### config.mk
export PLATFORM = sky130hd
export DESIGN_NAME = pink_noise_filter_voice_core
export DESIGN_NICKNAME = d
export VERILOG_FILES = /design/src/sv/pnfv_pkg.sv /design/src/sv/pink_noise_filter_voice_core.sv /design/src/sv/pnfv_mac.sv /design/src/sv/pnfv_ctrl.sv
export SDC_FILE = /design/constraint.sdc
export NUM_CORES = 2
export LEC_CHECK = 0
export BUFFER_PORTS_ARGS = -buffer_cell sky130_fd_sc_hd__buf_2
export CAP_MARGIN = 5
export CORE_ASPECT_RATIO = 1.75
export CORE_UTILIZATION = 48
export CTS_BUF_LIST = sky130_fd_sc_hd__clkbuf_2
export DETAILED_ROUTE_END_ITERATION = 10
export HOLD_SLACK_MARGIN = 0.12
export SYNTH_ARGS = -nofsm -noshare
export SYNTH_HDL_FRONTEND = slang
export SYNTH_SLANG_ARGS = --single-unit
### constraint.sdc
create_clock -name clk -period 7 [get_ports clk]
set_clock_uncertainty 0.2 [all_clocks]
set_input_delay 0.7 -clock clk [delete_from_list [all_inputs] [get_ports clk]]
set_output_delay 0.7 -clock clk [all_outputs]
set_load 0.005 [all_outputs]
### src/sv/pnfv_pkg.sv
`default_nettype none
// ----------------------------------------------------------------------------
// pnfv_pkg
// Shared types, constants and coefficient tables for the pink-noise voice.
// ----------------------------------------------------------------------------
package pnfv_pkg;

	// Default widths of the sample and of the internal state words.
	localparam int SAMPLE_BITS_DEF = 16;
	localparam int STATE_BITS_DEF  = 32;

	// Coefficient format and digit-serial multiplier geometry.
	localparam int COEF_FRAC = 20;
	localparam int LP_FRAC   = 16;
	localparam int GAIN_FRAC = 14;
	localparam int DIGIT_W   = 4;
	localparam int NDIG      = 6;
	localparam int COEF_W    = DIGIT_W * NDIG;
	localparam int CNT_W     = $clog2(NDIG);
	localparam int NPOLE     = 6;
	localparam int POLE_W    = $clog2(NPOLE);

	// Configuration port.
	localparam int CFG_IDX_W  = 1;
	localparam int CFG_DATA_W = 16;
	localparam int SMOOTH_W   = 16;
	localparam int GAIN_W     = 15;
	localparam logic [CFG_IDX_W-1:0] CFG_SMOOTHING = 1'b0;
	localparam logic [CFG_IDX_W-1:0] CFG_GAIN      = 1'b1;
	localparam logic [SMOOTH_W-1:0]  SMOOTH_RESET  = 16'd3795;
	localparam logic [GAIN_W-1:0]    GAIN_RESET    = 15'd2458;

	// Filter constants, signed with COEF_FRAC fraction bits; LP_ONE is one with LP_FRAC fraction bits.
	localparam logic signed [COEF_W-1:0] K_A0     = 24'sd1047381;
	localparam logic signed [COEF_W-1:0] K_C0     = 24'sd58215;
	localparam logic signed [COEF_W-1:0] K_A1     = 24'sd1041572;
	localparam logic signed [COEF_W-1:0] K_C1     = 24'sd78723;
	localparam logic signed [COEF_W-1:0] K_A2     = 24'sd1016070;
	localparam logic signed [COEF_W-1:0] K_C2     = 24'sd161326;
	localparam logic signed [COEF_W-1:0] K_A3     = 24'sd908591;
	localparam logic signed [COEF_W-1:0] K_C3     = 24'sd325568;
	localparam logic signed [COEF_W-1:0] K_A4     = 24'sd576717;
	localparam logic signed [COEF_W-1:0] K_C4     = 24'sd558841;
	localparam logic signed [COEF_W-1:0] K_A5     = -24'sd798595;
	localparam logic signed [COEF_W-1:0] K_C5     = -24'sd17719;
	localparam logic signed [COEF_W-1:0] K_DIRECT = 24'sd562246;
	localparam logic signed [COEF_W-1:0] K_DELAY  = 24'sd121557;
	localparam logic signed [COEF_W-1:0] K_SCALE  = 24'sd115343;
	localparam logic signed [COEF_W-1:0] LP_ONE   = 24'sd65536;

	// Passes through the shared multiplier, in the order they run.
	typedef enum logic [3:0] {
		OP_POLE0,
		OP_POLE1,
		OP_POLE2,
		OP_POLE3,
		OP_POLE4,
		OP_POLE5,
		OP_DIRECT,
		OP_DELAY,
		OP_SCALE,
		OP_LOWPASS,
		OP_GAIN
	} op_t;

	// Sequencer states.
	typedef enum logic [1:0] {
		ST_IDLE,
		ST_RUN,
		ST_HOLD
	} fsm_t;

	// Control bundle from the sequencer to the datapath.
	typedef struct packed {
		logic ready;
		logic accept;
		logic start;
		logic wb;
		logic out_load;
		op_t  op;
		op_t  op_next;
	} ctrl_t;

	// Feedback coefficient of pole section idx.
	function automatic logic signed [COEF_W-1:0] pole_a(input logic [POLE_W-1:0] idx);
		logic signed [COEF_W-1:0] k;
		case (idx)
			3'd0:    k = K_A0;
			3'd1:    k = K_A1;
			3'd2:    k = K_A2;
			3'd3:    k = K_A3;
			3'd4:    k = K_A4;
			3'd5:    k = K_A5;
			default: k = '0;
		endcase
		return k;
	endfunction

	// Input coefficient of pole section idx.
	function automatic logic signed [COEF_W-1:0] pole_c(input logic [POLE_W-1:0] idx);
		logic signed [COEF_W-1:0] k;
		case (idx)
			3'd0:    k = K_C0;
			3'd1:    k = K_C1;
			3'd2:    k = K_C2;
			3'd3:    k = K_C3;
			3'd4:    k = K_C4;
			3'd5:    k = K_C5;
			default: k = '0;
		endcase
		return k;
	endfunction

endpackage
`default_nettype wire

### src/sv/pink_noise_filter_voice_core.sv
`default_nettype none
// ----------------------------------------------------------------------------
// pink_noise_filter_voice_core
// Turns one white-noise sample per beat into one pink, low-passed and
// gain-scaled voice sample. Six one-pole sections plus a direct and a
// one-sample-delayed white term form the pink noise, which is scaled by 0.11,
// smoothed by a one-pole low-pass whose coefficient is programmable, then
// multiplied by the programmable output gain, rounded and saturated. All
// arithmetic runs through one digit-serial multiply-accumulate unit that
// consumes coefficients four bits per cycle and runs the 11 passes one
// after another, each followed by a write-back. The result sits in an
// output register; the next item is accepted while it waits. Configuration
// (index 0 smoothing coefficient, index 1 output gain) should be written
// only while no item is in flight.
// ----------------------------------------------------------------------------
module pink_noise_filter_voice_core import pnfv_pkg::*; #(
	parameter int SAMPLE_BITS = SAMPLE_BITS_DEF,
	parameter int STATE_BITS  = STATE_BITS_DEF
) (
	input  wire logic                           clk,
	input  wire logic                           arst_n,
	input  wire logic                           in_valid,
	output logic                                in_ready,
	input  wire logic signed [SAMPLE_BITS-1:0]  white_sample,
	output logic                                out_valid,
	input  wire logic                           out_ready,
	output logic signed [SAMPLE_BITS-1:0]       sample_out,
	input  wire logic                           cfg_we,
	input  wire logic [CFG_IDX_W-1:0]           cfg_index,
	input  wire logic [CFG_DATA_W-1:0]          cfg_data
);

	localparam int STATE_FRAC = STATE_BITS - 8;
	localparam int OPW        = STATE_BITS + 3;
	localparam int ACC_W      = OPW + 6;
	localparam int PROD_W     = ACC_W + COEF_W;
	localparam int W_SHIFT    = STATE_FRAC - (SAMPLE_BITS - 1);
	localparam int OUT_SHIFT  = GAIN_FRAC + W_SHIFT;
	localparam int WL         = (W_SHIFT > 0) ? W_SHIFT : 0;
	localparam int WR         = (W_SHIFT < 0) ? -W_SHIFT : 0;
	localparam int SW1        = SAMPLE_BITS + 1;

	localparam logic signed [ACC_W-1:0] BIAS_COEF = ACC_W'(64'd1 << (COEF_FRAC - 1));
	localparam logic signed [ACC_W-1:0] BIAS_LP   = ACC_W'(64'd1 << (LP_FRAC - 1));
	localparam logic signed [ACC_W-1:0] BIAS_OUT  = ACC_W'(64'd1 << (OUT_SHIFT - 1));

	// Saturate a full product to the state range.
	function automatic logic signed [STATE_BITS-1:0] sat_state(
		input logic signed [PROD_W-1:0] v
	);
		logic ovf;
		ovf = (v[PROD_W-1:STATE_BITS-1] != {(PROD_W-STATE_BITS+1){v[PROD_W-1]}});
		if (!ovf) begin
			return v[STATE_BITS-1:0];
		end else if (v[PROD_W-1]) begin
			return {1'b1, {(STATE_BITS-1){1'b0}}};
		end else begin
			return {1'b0, {(STATE_BITS-1){1'b1}}};
		end
	endfunction

	// Saturate a full product to the sample range.
	function automatic logic signed [SAMPLE_BITS-1:0] sat_sample(
		input logic signed [PROD_W-1:0] v
	);
		logic ovf;
		ovf = (v[PROD_W-1:SAMPLE_BITS-1] != {(PROD_W-SAMPLE_BITS+1){v[PROD_W-1]}});
		if (!ovf) begin
			return v[SAMPLE_BITS-1:0];
		end else if (v[PROD_W-1]) begin
			return {1'b1, {(SAMPLE_BITS-1){1'b0}}};
		end else begin
			return {1'b0, {(SAMPLE_BITS-1){1'b1}}};
		end
	endfunction

	ctrl_t                     ctrl;
	logic                      mac_done;
	logic signed [PROD_W-1:0]  prod;
	logic                      out_free;

	logic [SMOOTH_W-1:0]       smooth_q;
	logic [GAIN_W-1:0]         gain_q;

	logic signed [STATE_BITS-1:0] p_q [NPOLE];
	logic signed [STATE_BITS-1:0] dly_q, lp_q, x_q, w_q;
	logic signed [OPW-1:0]        sum_q;
	logic signed [STATE_BITS-1:0] dly_d, lp_d, x_d, w_d;
	logic signed [OPW-1:0]        sum_d;
	logic signed [STATE_BITS-1:0] w_conv;

	logic signed [PROD_W-1:0]     res_sel;
	logic signed [STATE_BITS-1:0] res_state;
	logic [POLE_W-1:0]            wb_idx, rd_idx;

	logic signed [ACC_W-1:0]      mac_bias;
	logic signed [OPW-1:0]        mac_a, mac_b;
	logic signed [COEF_W-1:0]     mac_ca, mac_cb;

	logic                         out_valid_q;
	logic signed [SAMPLE_BITS-1:0] sample_q;

	// White sample into the state format.
	if (W_SHIFT >= 0) begin : g_w_up
		assign w_conv = STATE_BITS'(white_sample) <<< WL;
	end else begin : g_w_down
		logic signed [SW1-1:0] w_rnd;
		assign w_rnd  = SW1'(white_sample) + SW1'(1 << (WR - 1));
		assign w_conv = STATE_BITS'(w_rnd >>> WR);
	end

	// Sequencer.
	pnfv_ctrl u_ctrl (
		.clk      (clk),
		.arst_n   (arst_n),
		.in_valid (in_valid),
		.mac_done (mac_done),
		.out_free (out_free),
		.ctrl     (ctrl)
	);

	// Shared digit-serial multiplier.
	pnfv_mac #(.OPW(OPW)) u_mac (
		.clk    (clk),
		.arst_n (arst_n),
		.start  (ctrl.start),
		.bias   (mac_bias),
		.op_a   (mac_a),
		.op_b   (mac_b),
		.coef_a (mac_ca),
		.coef_b (mac_cb),
		.done   (mac_done),
		.prod   (prod)
	);

	assign in_ready = ctrl.ready;
	assign out_free = !out_valid_q || out_ready;
	assign wb_idx   = POLE_W'(ctrl.op);
	assign rd_idx   = POLE_W'(ctrl.op_next);

	// Round and saturate the finished pass, then work out the next state.
	always_comb begin
		res_sel   = (ctrl.op == OP_LOWPASS) ? (prod >>> LP_FRAC) : (prod >>> COEF_FRAC);
		res_state = sat_state(res_sel);
		sum_d     = sum_q;
		dly_d     = dly_q;
		lp_d      = lp_q;
		x_d       = x_q;
		w_d       = w_q;
		if (ctrl.accept) begin
			w_d   = w_conv;
			sum_d = OPW'(dly_q);
		end
		if (ctrl.wb) begin
			case (ctrl.op)
				OP_POLE0, OP_POLE1, OP_POLE2, OP_POLE3, OP_POLE4, OP_POLE5,
				OP_DIRECT:  sum_d = sum_q + OPW'(res_state);
				OP_DELAY:   dly_d = res_state;
				OP_SCALE:   x_d   = res_state;
				OP_LOWPASS: lp_d  = res_state;
				default:    ;
			endcase
		end
	end

	// Operands of the pass being launched; they see this cycle's write-back.
	always_comb begin
		mac_bias = BIAS_COEF;
		mac_a    = '0;
		mac_b    = '0;
		mac_ca   = '0;
		mac_cb   = '0;
		case (ctrl.op_next)
			OP_POLE0, OP_POLE1, OP_POLE2, OP_POLE3, OP_POLE4, OP_POLE5: begin
				mac_a  = OPW'(p_q[rd_idx]);
				mac_ca = pole_a(rd_idx);
				mac_b  = OPW'(w_d);
				mac_cb = pole_c(rd_idx);
			end
			OP_DIRECT: begin
				mac_a  = OPW'(w_d);
				mac_ca = K_DIRECT;
			end
			OP_DELAY: begin
				mac_a  = OPW'(w_d);
				mac_ca = K_DELAY;
			end
			OP_SCALE: begin
				mac_a  = sum_d;
				mac_ca = K_SCALE;
			end
			OP_LOWPASS: begin
				mac_bias = BIAS_LP;
				mac_a    = OPW'(x_d);
				mac_ca   = LP_ONE - COEF_W'(smooth_q);
				mac_b    = OPW'(lp_d);
				mac_cb   = COEF_W'(smooth_q);
			end
			OP_GAIN: begin
				mac_bias = BIAS_OUT;
				mac_a    = OPW'(lp_d);
				mac_ca   = COEF_W'(gain_q);
			end
			default: ;
		endcase
	end

	// Configuration registers.
	always_ff @(posedge clk or negedge arst_n) begin
		if (!arst_n) begin
			smooth_q <= SMOOTH_RESET;
			gain_q   <= GAIN_RESET;
		end else if (cfg_we) begin
			case (cfg_index)
				CFG_SMOOTHING: smooth_q <= cfg_data[SMOOTH_W-1:0];
				CFG_GAIN:      gain_q   <= cfg_data[GAIN_W-1:0];
				default:       ;
			endcase
		end
	end

	// Filter state, cleared by reset.
	always_ff @(posedge clk or negedge arst_n) begin
		if (!arst_n) begin
			for (int i = 0; i < NPOLE; i++) begin
				p_q[i] <= '0;
			end
			dly_q <= '0;
			lp_q  <= '0;
		end else begin
			dly_q <= dly_d;
			lp_q  <= lp_d;
			if (ctrl.wb && ctrl.op <= OP_POLE5) begin
				p_q[wb_idx] <= res_state;
			end
		end
	end

	// Working values of the current item.
	always_ff @(posedge clk) begin
		w_q   <= w_d;
		sum_q <= sum_d;
		x_q   <= x_d;
	end

	// Output register.
	always_ff @(posedge clk or negedge arst_n) begin
		if (!arst_n) begin
			out_valid_q <= 1'b0;
		end else if (ctrl.out_load) begin
			out_valid_q <= 1'b1;
		end else if (out_ready) begin
			out_valid_q <= 1'b0;
		end
	end

	always_ff @(posedge clk) begin
		if (ctrl.out_load) begin
			sample_q <= sat_sample(prod >>> OUT_SHIFT);
		end
	end

	assign out_valid  = out_valid_q;
	assign sample_out = sample_q;

endmodule
`default_nettype wire

### src/sv/pnfv_mac.sv
`default_nettype none
// ----------------------------------------------------------------------------
// pnfv_mac
// Digit-serial multiply-accumulate: bias + a*coef_a + b*coef_b, with the
// coefficients consumed four bits per cycle, least significant digit first.
// ----------------------------------------------------------------------------
module pnfv_mac import pnfv_pkg::*; #(
	parameter int OPW = STATE_BITS_DEF + 3
) (
	input  wire logic                           clk,
	input  wire logic                           arst_n,
	input  wire logic                           start,
	input  wire logic signed [OPW+5:0]          bias,
	input  wire logic signed [OPW-1:0]          op_a,
	input  wire logic signed [OPW-1:0]          op_b,
	input  wire logic signed [COEF_W-1:0]       coef_a,
	input  wire logic signed [COEF_W-1:0]       coef_b,
	output logic                                done,
	output logic signed [OPW+5+COEF_W:0]        prod
);

	localparam int ACC_W = OPW + 6;
	localparam int PP_W  = OPW + DIGIT_W + 1;

	logic signed [OPW-1:0]    a_q, b_q;
	logic [COEF_W-1:0]        ca_q, cb_q;
	logic signed [ACC_W-1:0]  acc_q;
	logic [COEF_W-1:0]        low_q;
	logic [CNT_W-1:0]         cnt_q;
	logic                     busy_q;
	logic                     done_q;

	logic                     last;
	logic signed [DIGIT_W:0]  da, db;
	logic signed [PP_W-1:0]   pa, pb;
	logic signed [ACC_W-1:0]  acc_sum;

	// One digit step; the top digit of a coefficient carries negative weight.
	always_comb begin
		last    = (cnt_q == CNT_W'(NDIG - 1));
		da      = last ? {ca_q[DIGIT_W-1], ca_q[DIGIT_W-1:0]} : {1'b0, ca_q[DIGIT_W-1:0]};
		db      = last ? {cb_q[DIGIT_W-1], cb_q[DIGIT_W-1:0]} : {1'b0, cb_q[DIGIT_W-1:0]};
		pa      = a_q * da;
		pb      = b_q * db;
		acc_sum = acc_q + ACC_W'(pa) + ACC_W'(pb);
	end

	// Sequencing flags.
	always_ff @(posedge clk or negedge arst_n) begin
		if (!arst_n) begin
			busy_q <= 1'b0;
			done_q <= 1'b0;
			cnt_q  <= '0;
		end else begin
			done_q <= busy_q && last;
			if (start) begin
				busy_q <= 1'b1;
				cnt_q  <= '0;
			end else if (busy_q) begin
				cnt_q <= cnt_q + CNT_W'(1);
				if (last) begin
					busy_q <= 1'b0;
				end
			end
		end
	end

	// Operands, coefficient shifters and the accumulator. Finished low digits
	// shift into low_q so that the full product is kept.
	always_ff @(posedge clk) begin
		if (start) begin
			a_q   <= op_a;
			b_q   <= op_b;
			ca_q  <= coef_a;
			cb_q  <= coef_b;
			acc_q <= bias;
			low_q <= '0;
		end else if (busy_q) begin
			ca_q  <= ca_q >> DIGIT_W;
			cb_q  <= cb_q >> DIGIT_W;
			acc_q <= acc_sum >>> DIGIT_W;
			low_q <= {acc_sum[DIGIT_W-1:0], low_q[COEF_W-1:DIGIT_W]};
		end
	end

	assign done = done_q;
	assign prod = {acc_q, low_q};

	// A new pass is never launched over one that is still running.
	a_no_restart: assert property (@(posedge clk) disable iff (!arst_n)
		start |-> !busy_q) else $error("MAC restarted while busy");

	// The last digit step always flags completion.
	a_done_after_last: assert property (@(posedge clk) disable iff (!arst_n)
		busy_q && last && !start |=> done_q) else $error("MAC completion missing");

	// Completion is only seen once the unit has gone idle.
	a_done_idle: assert property (@(posedge clk) disable iff (!arst_n)
		done_q |-> !busy_q) else $error("MAC done while busy");

endmodule
`default_nettype wire

### src/sv/pnfv_ctrl.sv
`default_nettype none
// ----------------------------------------------------------------------------
// pnfv_ctrl
// Sequencer: takes a beat, walks the multiplier passes in order and hands
// the finished sample to the output register.
// ----------------------------------------------------------------------------
module pnfv_ctrl import pnfv_pkg::*; (
	input  wire logic clk,
	input  wire logic arst_n,
	input  wire logic in_valid,
	input  wire logic mac_done,
	input  wire logic out_free,
	output ctrl_t     ctrl
);

	fsm_t state_q, state_d;
	op_t  op_q;
	logic last_op;

	assign last_op = (op_q == OP_GAIN);

	// Next state.
	always_comb begin
		state_d = state_q;
		case (state_q)
			ST_IDLE: begin
				if (in_valid) begin
					state_d = ST_RUN;
				end
			end
			ST_RUN: begin
				if (mac_done && last_op) begin
					state_d = out_free ? ST_IDLE : ST_HOLD;
				end
			end
			ST_HOLD: begin
				if (out_free) begin
					state_d = ST_IDLE;
				end
			end
			default: state_d = ST_IDLE;
		endcase
	end

	// Outputs.
	always_comb begin
		ctrl          = '0;
		ctrl.op       = op_q;
		ctrl.op_next  = op_t'(op_q + 4'd1);
		case (state_q)
			ST_IDLE: begin
				ctrl.ready   = 1'b1;
				ctrl.accept  = in_valid;
				ctrl.start   = in_valid;
				ctrl.op_next = OP_POLE0;
			end
			ST_RUN: begin
				ctrl.wb       = mac_done;
				ctrl.start    = mac_done && !last_op;
				ctrl.out_load = mac_done && last_op && out_free;
			end
			ST_HOLD: begin
				ctrl.out_load = out_free;
			end
			default: ;
		endcase
	end

	always_ff @(posedge clk or negedge arst_n) begin
		if (!arst_n) begin
			state_q <= ST_IDLE;
			op_q    <= OP_POLE0;
		end else begin
			state_q <= state_d;
			if (ctrl.start) begin
				op_q <= ctrl.op_next;
			end
		end
	end

	// A beat always starts at the first pole section.
	a_accept_first: assert property (@(posedge clk) disable iff (!arst_n)
		ctrl.accept |=> state_q == ST_RUN && op_q == OP_POLE0)
		else $error("Item did not start at the first pass");

	// The multiplier only finishes while a sample is being worked on.
	a_done_in_run: assert property (@(posedge clk) disable iff (!arst_n)
		mac_done |-> state_q == ST_RUN) else $error("MAC done outside a run");

	// Only a finished sample waits for the output register.
	a_hold_last: assert property (@(posedge clk) disable iff (!arst_n)
		state_q == ST_HOLD |-> op_q == OP_GAIN) else $error("Hold before last pass");

endmodule
`default_nettype wire

Yosys cells after proc, flatten, opt, wreduce, memory -nomap -nowiden
Index checks and enable logic that the tools add are counted.

Memory bits (read-only): 0. Register bits after elaboration: 597. Output and inout bits: 18. Latch bits: 0. RAM bits: 0. Logic and storage cells: 147. Memories: 0.

Shifts and indexed selects: 0. $add $sub $neg: 6. Bitwise gates (word level): 3. Magnitude comparators: 4. Eq/ne operators: 33. Div/mod/pow operators: 0. Reductions and logical operators: 22. Muxes and demuxes: 51. Multipliers: 2.

Operators by type and width (count): 24-bit case mux with 6 select lines (3); 32-bit 2-to-1 mux (10); 192-bit bitwise mux (1); 35-bit case mux with 5 select lines (1); 35-bit 2-to-1 mux (3); 32-bit binary-select mux with 3-bit select (1); 32-bit demux with 3-bit select (1); 24-bit 2-to-1 mux (4); 41-bit by 40-bit adder with 41-bit output (2); 41-bit 2-to-1 mux (2); 35-bit by 5-bit multiplier with 40-bit output (2); 35-bit case mux with 2 select lines (1); 48-bit 2-to-1 mux (1); 24-bit case mux with 2 select lines (1); 23-bit case mux with 2 select lines (1); 35-bit by 32-bit adder with 35-bit output (1); 33-bit != test (1); 4-bit by 3-bit == test with 1-bit output (second input constant) (8); 16-bit 2-to-1 mux (2); 26-bit != test (1); 4-bit == test (second input constant) (6); 17-bit by 16-bit subtractor with 18-bit output (first input constant) (1); 4-bit by 2-bit == test with 1-bit output (second input constant) (4); 2-bit 2-to-1 mux (5); other kinds (33) (58).

Depth between registers and ports, before layout
Depth in word-level cells: 8. Gate-level depth with buffers: 25.

Cells and area by module
Synthesis repeated with hierarchy kept, for this count alone.

Cells, all modules: 4255. Area, all modules: 41357.2 um^2.

By module, submodules not included: pink_noise_filter_voice_core (cells each 2373, instances 1, area an instance 21205.3 um^2); pnfv_mac (cells each 1829, instances 1, area an instance 19695.1 um^2); pnfv_ctrl (cells each 53, instances 1, area an instance 456.7 um^2).

Worst setup path before layout
No wires, ideal clock.

Path type: flip-flop to flip-flop. Start: reg u_mac.cnt_q[1]. End: reg u_mac.acc_q[39] (data pin). Path buffers: 1. Required time: 6.534 ns. Library setup time: 0.266 ns. Period minus slack after synthesis: 6.187 ns. Data arrival time: 5.721 ns. Setup slack: 0.813 ns. Stages on the path, launching flop included: 24. Cell sequence: dfrtp_1 inv_1 ha_1 nand3_1 clkbuf_1 or2_2 fa_1 inv_1 fa_1 fa_1 fa_1 inv_1 fa_1 inv_1 ha_1 a2111oi_0 o2111ai_1 nand2_1 o221a_2 a211oi_1 o31ai_1 a21oi_1 xnor2_1 nor2_1.

Cells in the longest elaborated chain, start to end: 7.

Ends and longest elaborated chain: from (decl) (line pnfv_mac.sv:29) `logic [CNT_W-1:0] cnt_q;`; from (signal assigned) (line pnfv_mac.sv:60) `cnt_q <= cnt_q + CNT_W'(1);`; 3-bit == test (*) (line pnfv_mac.sv:40) `last = (cnt_q == CNT_W'(NDIG - 1));`; 5-bit 2-to-1 mux (line pnfv_mac.sv:41) `da = last ? {ca_q[DIGIT_W-1], ca_q[DIGIT_W-1:0]} : {1'b0, ca_q[DIGIT_W-1:0]};`; 35-bit by 5-bit multiplier with 40-bit output (line pnfv_mac.sv:43) `pa = a_q * da;`; 41-bit by 40-bit adder with 41-bit output (line pnfv_mac.sv:45) `acc_sum = acc_q + ACC_W'(pa) + ACC_W'(pb);`; 41-bit by 40-bit adder with 41-bit output (*) (line pnfv_mac.sv:45); 41-bit 2-to-1 mux (*) (line pnfv_mac.sv:78) `end else if (busy_q) begin`; 41-bit 2-to-1 mux (*) (line pnfv_mac.sv:71) `if (start) begin`; to (signal assigned) (line pnfv_mac.sv:76) `acc_q <= bias;`; to (signal assigned) (line pnfv_mac.sv:81) `acc_q <= acc_sum >>> DIGIT_W;`; to (decl) (line pnfv_mac.sv:27) `logic signed [ACC_W-1:0] acc_q;`.

Every way passes the cells marked *; elsewhere a longest branch is shown, timed or not. The select of a mux whose other input is x is not followed. A chain may end at the register's enable or synchronous reset.

Final worst setup path
Start: reg u_mac.cnt_q[1]. End: reg u_mac.acc_q[21] (data pin).

Same word-level chain as after synthesis.

==> results by group <==
Worst setup path
  • Max incr delay on CP: 550 ps
  • Req. time, crit path: 7870 ps
  • Crit-path slowest cell: fa_1
  • Most frequent CP cell: fa_1
  • WS Path Type: flop to flop
  • Worst Path Arrival: 7550 ps
  • CP Capture Type: flop
  • Crit start category: flop
  • Worst Path Max Fanout: 33
  • R2r setup slk: 320 ps

STA
  • Final hold viol count: 0
  • Setup Viol. Count Final: 0
  • Slew HR: 0.226
  • Worst-margin pin slew: 1160 ps
  • RSZ-0062 raised after global routing: yes
  • Fmax: 150 MHz
  • Final Slew Violations: 0
  • Fin crit period: 6680 ps
  • Final period util: 0.955

Synth
  • Post-Syn Area per Cell: 9.65 µm²
  • Post-synthesis cell type count: 86
  • YS warnings: 0
  • Sequential share of the synthesized area: 0.374
  • Syn Inst Count: 4020
  • Syn nets: 4548
  • Most used DFF post-synth: dfrtp_1
  • Post-synth EDFFs: 162
  • Ys async rst share: 0.526
  • Synth Register Bits: 568
  • Cell area after synthesis: 38800 µm²

Clock tree
  • Worst-path clk slew: 110 ps
  • Sink Count: 568
  • Htree depth: 4
  • TritonCTS clock tree: done
  • Total CTS buffers: 137
  • Clock Path Buffers: 3
  • Worst-skew pair later-pin latency: 1340 ps
  • CTS root buf: clkbuf_2

Global route
  • All-Layer GR Usage: 0.319
  • Most used routing layer: met2
  • Met2 Usage GRT: 0.582
  • Largest net degree at the start of global routing: 165
  • Grt total ovfl: 0
  • GR Util met3: 0.0416
  • Vias in the first global route: 32800
  • Initial antenna violation count: 4
  • Grt met1 use: 0.351
  • First-pass GRT wire length: 194 mm

Cells and area
  • Synthesis-to-layout area growth: 10.7%
  • Multi-input combinational cell area: 22100 µm²
  • Commonest non-fill, non-tap cell in the layout: nand2_1
  • FILL cells: 7609
  • FF+latch area: 14500 µm²
  • Final core utilization: 0.538
  • Commonest cells after routing, fill and taps aside: nand2_1, inv_1, o21ai_0, fa_1, dfrtp_1
  • Layout cells sized above 1: 0.143
  • Final #Nets: 4733
  • Finished Layout Cells: 5364

Place
  • # port buffers: 55
  • Global placer's final weighted congestion: 0.948
  • Hpwl dp: 94.2 mm
  • Post-Place Cells: 5027

Die
  • DIE AREA: 82000 µm²
  • Initial Utilization: 0.486
  • Cell row count: 137
  • Die Width: 217 µm
  • Core area: 79900 µm²
  • I/O Pins: 56
  • Die Y: 378 µm

Routing
  • Via density: 5.79
  • DR iter-0 viols: 2078
  • DRT Pass-1 Iters: 5
  • Detailed Route WL: 128 mm
  • Routed len/inst: 23.8 µm
  • DRC Markers: 0
  • Via count: 31000
  • DRT antenna net count: 0

Hold path
  • Hold Crit Class: flop to flop

Job
  • Max-cap violation count: 0

Status
  • Status: finished, final reports clean
## final timing paths
kind	start	endpoint	depth (start not counted)
min in group asynchronous	arst_n	p_q[86]	4
setup / recovery	u_mac.cnt_q[1]	u_mac.acc_q[21]	25
max in group asynchronous	arst_n	lp_q[31]	4
hold / removal	x_q[5]	x_q[5]	2
setup reg to reg	u_mac.cnt_q[1]	u_mac.acc_q[21]	25
hold reg to reg	x_q[5]	x_q[5]	2
## cell usage after synthesis, drive strengths merged (10+ instances only)
master,n,area [µm²]
nand2,592,2220
o21ai,433,2220
inv,410,1540
fa,320,6410
dfrtp,285,7130
nor2,189,717
clkbuf,175,657
ha,170,2130
edfxtp,162,4860
and2,154,963
a21oi,126,634
dfxtp,107,2140
o22ai,77,488
nand3,74,370
mux2i,62,633
a21o,59,493
buf,52,253
xnor2,51,447
mux2,46,518
a221o,43,430
nor3,43,215
xor2,28,245
a211oi,26,195
or2,25,156
a22o,24,210
a31o,19,201
a221oi,18,164
a31oi,18,113
nand2b,16,100
a22oi,15,113
a32oi,15,131
dfstp,14,368
and3,13,81.3
nor2b,13,81.3
o31ai,13,97.6
nand4,12,81.3
or3,12,75.1
nor4,11,68.8
o21a,10,75.1
## metrics by stage
stage / setup WS (ps) / area (µm²) / setup TNS (ps) / hold WS, ps
CTS: 169 / 42900 / 0 / 140
finish: 315 / 43000 / 0 / 250
floorplan: 813 / 38800 / 0 / 204
detailed placement: 174 / 40700 / 0 / 231
global placement: 255 / 40700 / 0 / 224
global route: -45.8 / 43000 / -50.8 / 280
## final cells by class
class | instances | area share
well taps | 1042 | 0.0303
flip-flops and latches | 568 | 0.338
clock buffers | 225 | 0.0262
repair buffers | 273 | 0.0518
clock inverters | 28 | 0.00475
diodes | 3 | 0.000175
multi-input cells | 2815 | 0.513
inverters | 410 | 0.0359
## kinds of logic (layout without fill, tap and decap cells)
family	after synthesis	after routing	share of synthesized area
compound gates	967	967	0.160
xor+xnor	79	79	0.0178
other cells	0	3	0
fa+ha+maj	490	490	0.220
flops	568	568	0.374
simple gates	1171	1171	0.136
mux	108	108	0.0297
buf+inv	637	936	0.0631
## critical path, delay by kind of cell, from the launching register on
kind / cells / cell delay [ps]
adders and majority gates: 7 / 3030
and+or+nand+nor: 4 / 620
DFF: 1 / 400
AOI/OAI and AO/OA: 7 / 1400
buffers and inverters: 7 / 790
## registers in the layout, indices dropped and copies added (netlist names), 15 cells and up
signal       cells
u_mac.b_q       32
p_q            192
gain_q          15
sum_q           35
lp_q            32
u_mac.a_q       35
u_mac.acc_q     37
w_q             32
u_mac.ca_q      21
x_q             32
u_mac.cb_q      21
dly_q           32
sample_out      16
smooth_q        16
## repair_timing
action                     4_1_cts  5_1_grt
resized for setup                0       19
hold buffers                    79        0
hold endpoints to repair       398        0
setup endpoints to repair        0       15
buffers inserted                 0        2
## layer usage
layer,share of wire,vias up
met5,0.00015,-
met4,0.060,4
met3,0.047,387
met2,0.53,1072
met1,0.37,15500
li1,-,14100
Power is left out: the tool's default activity adds up to more than one toggle a clock period on the data nets, which glitch-free logic cannot reach.
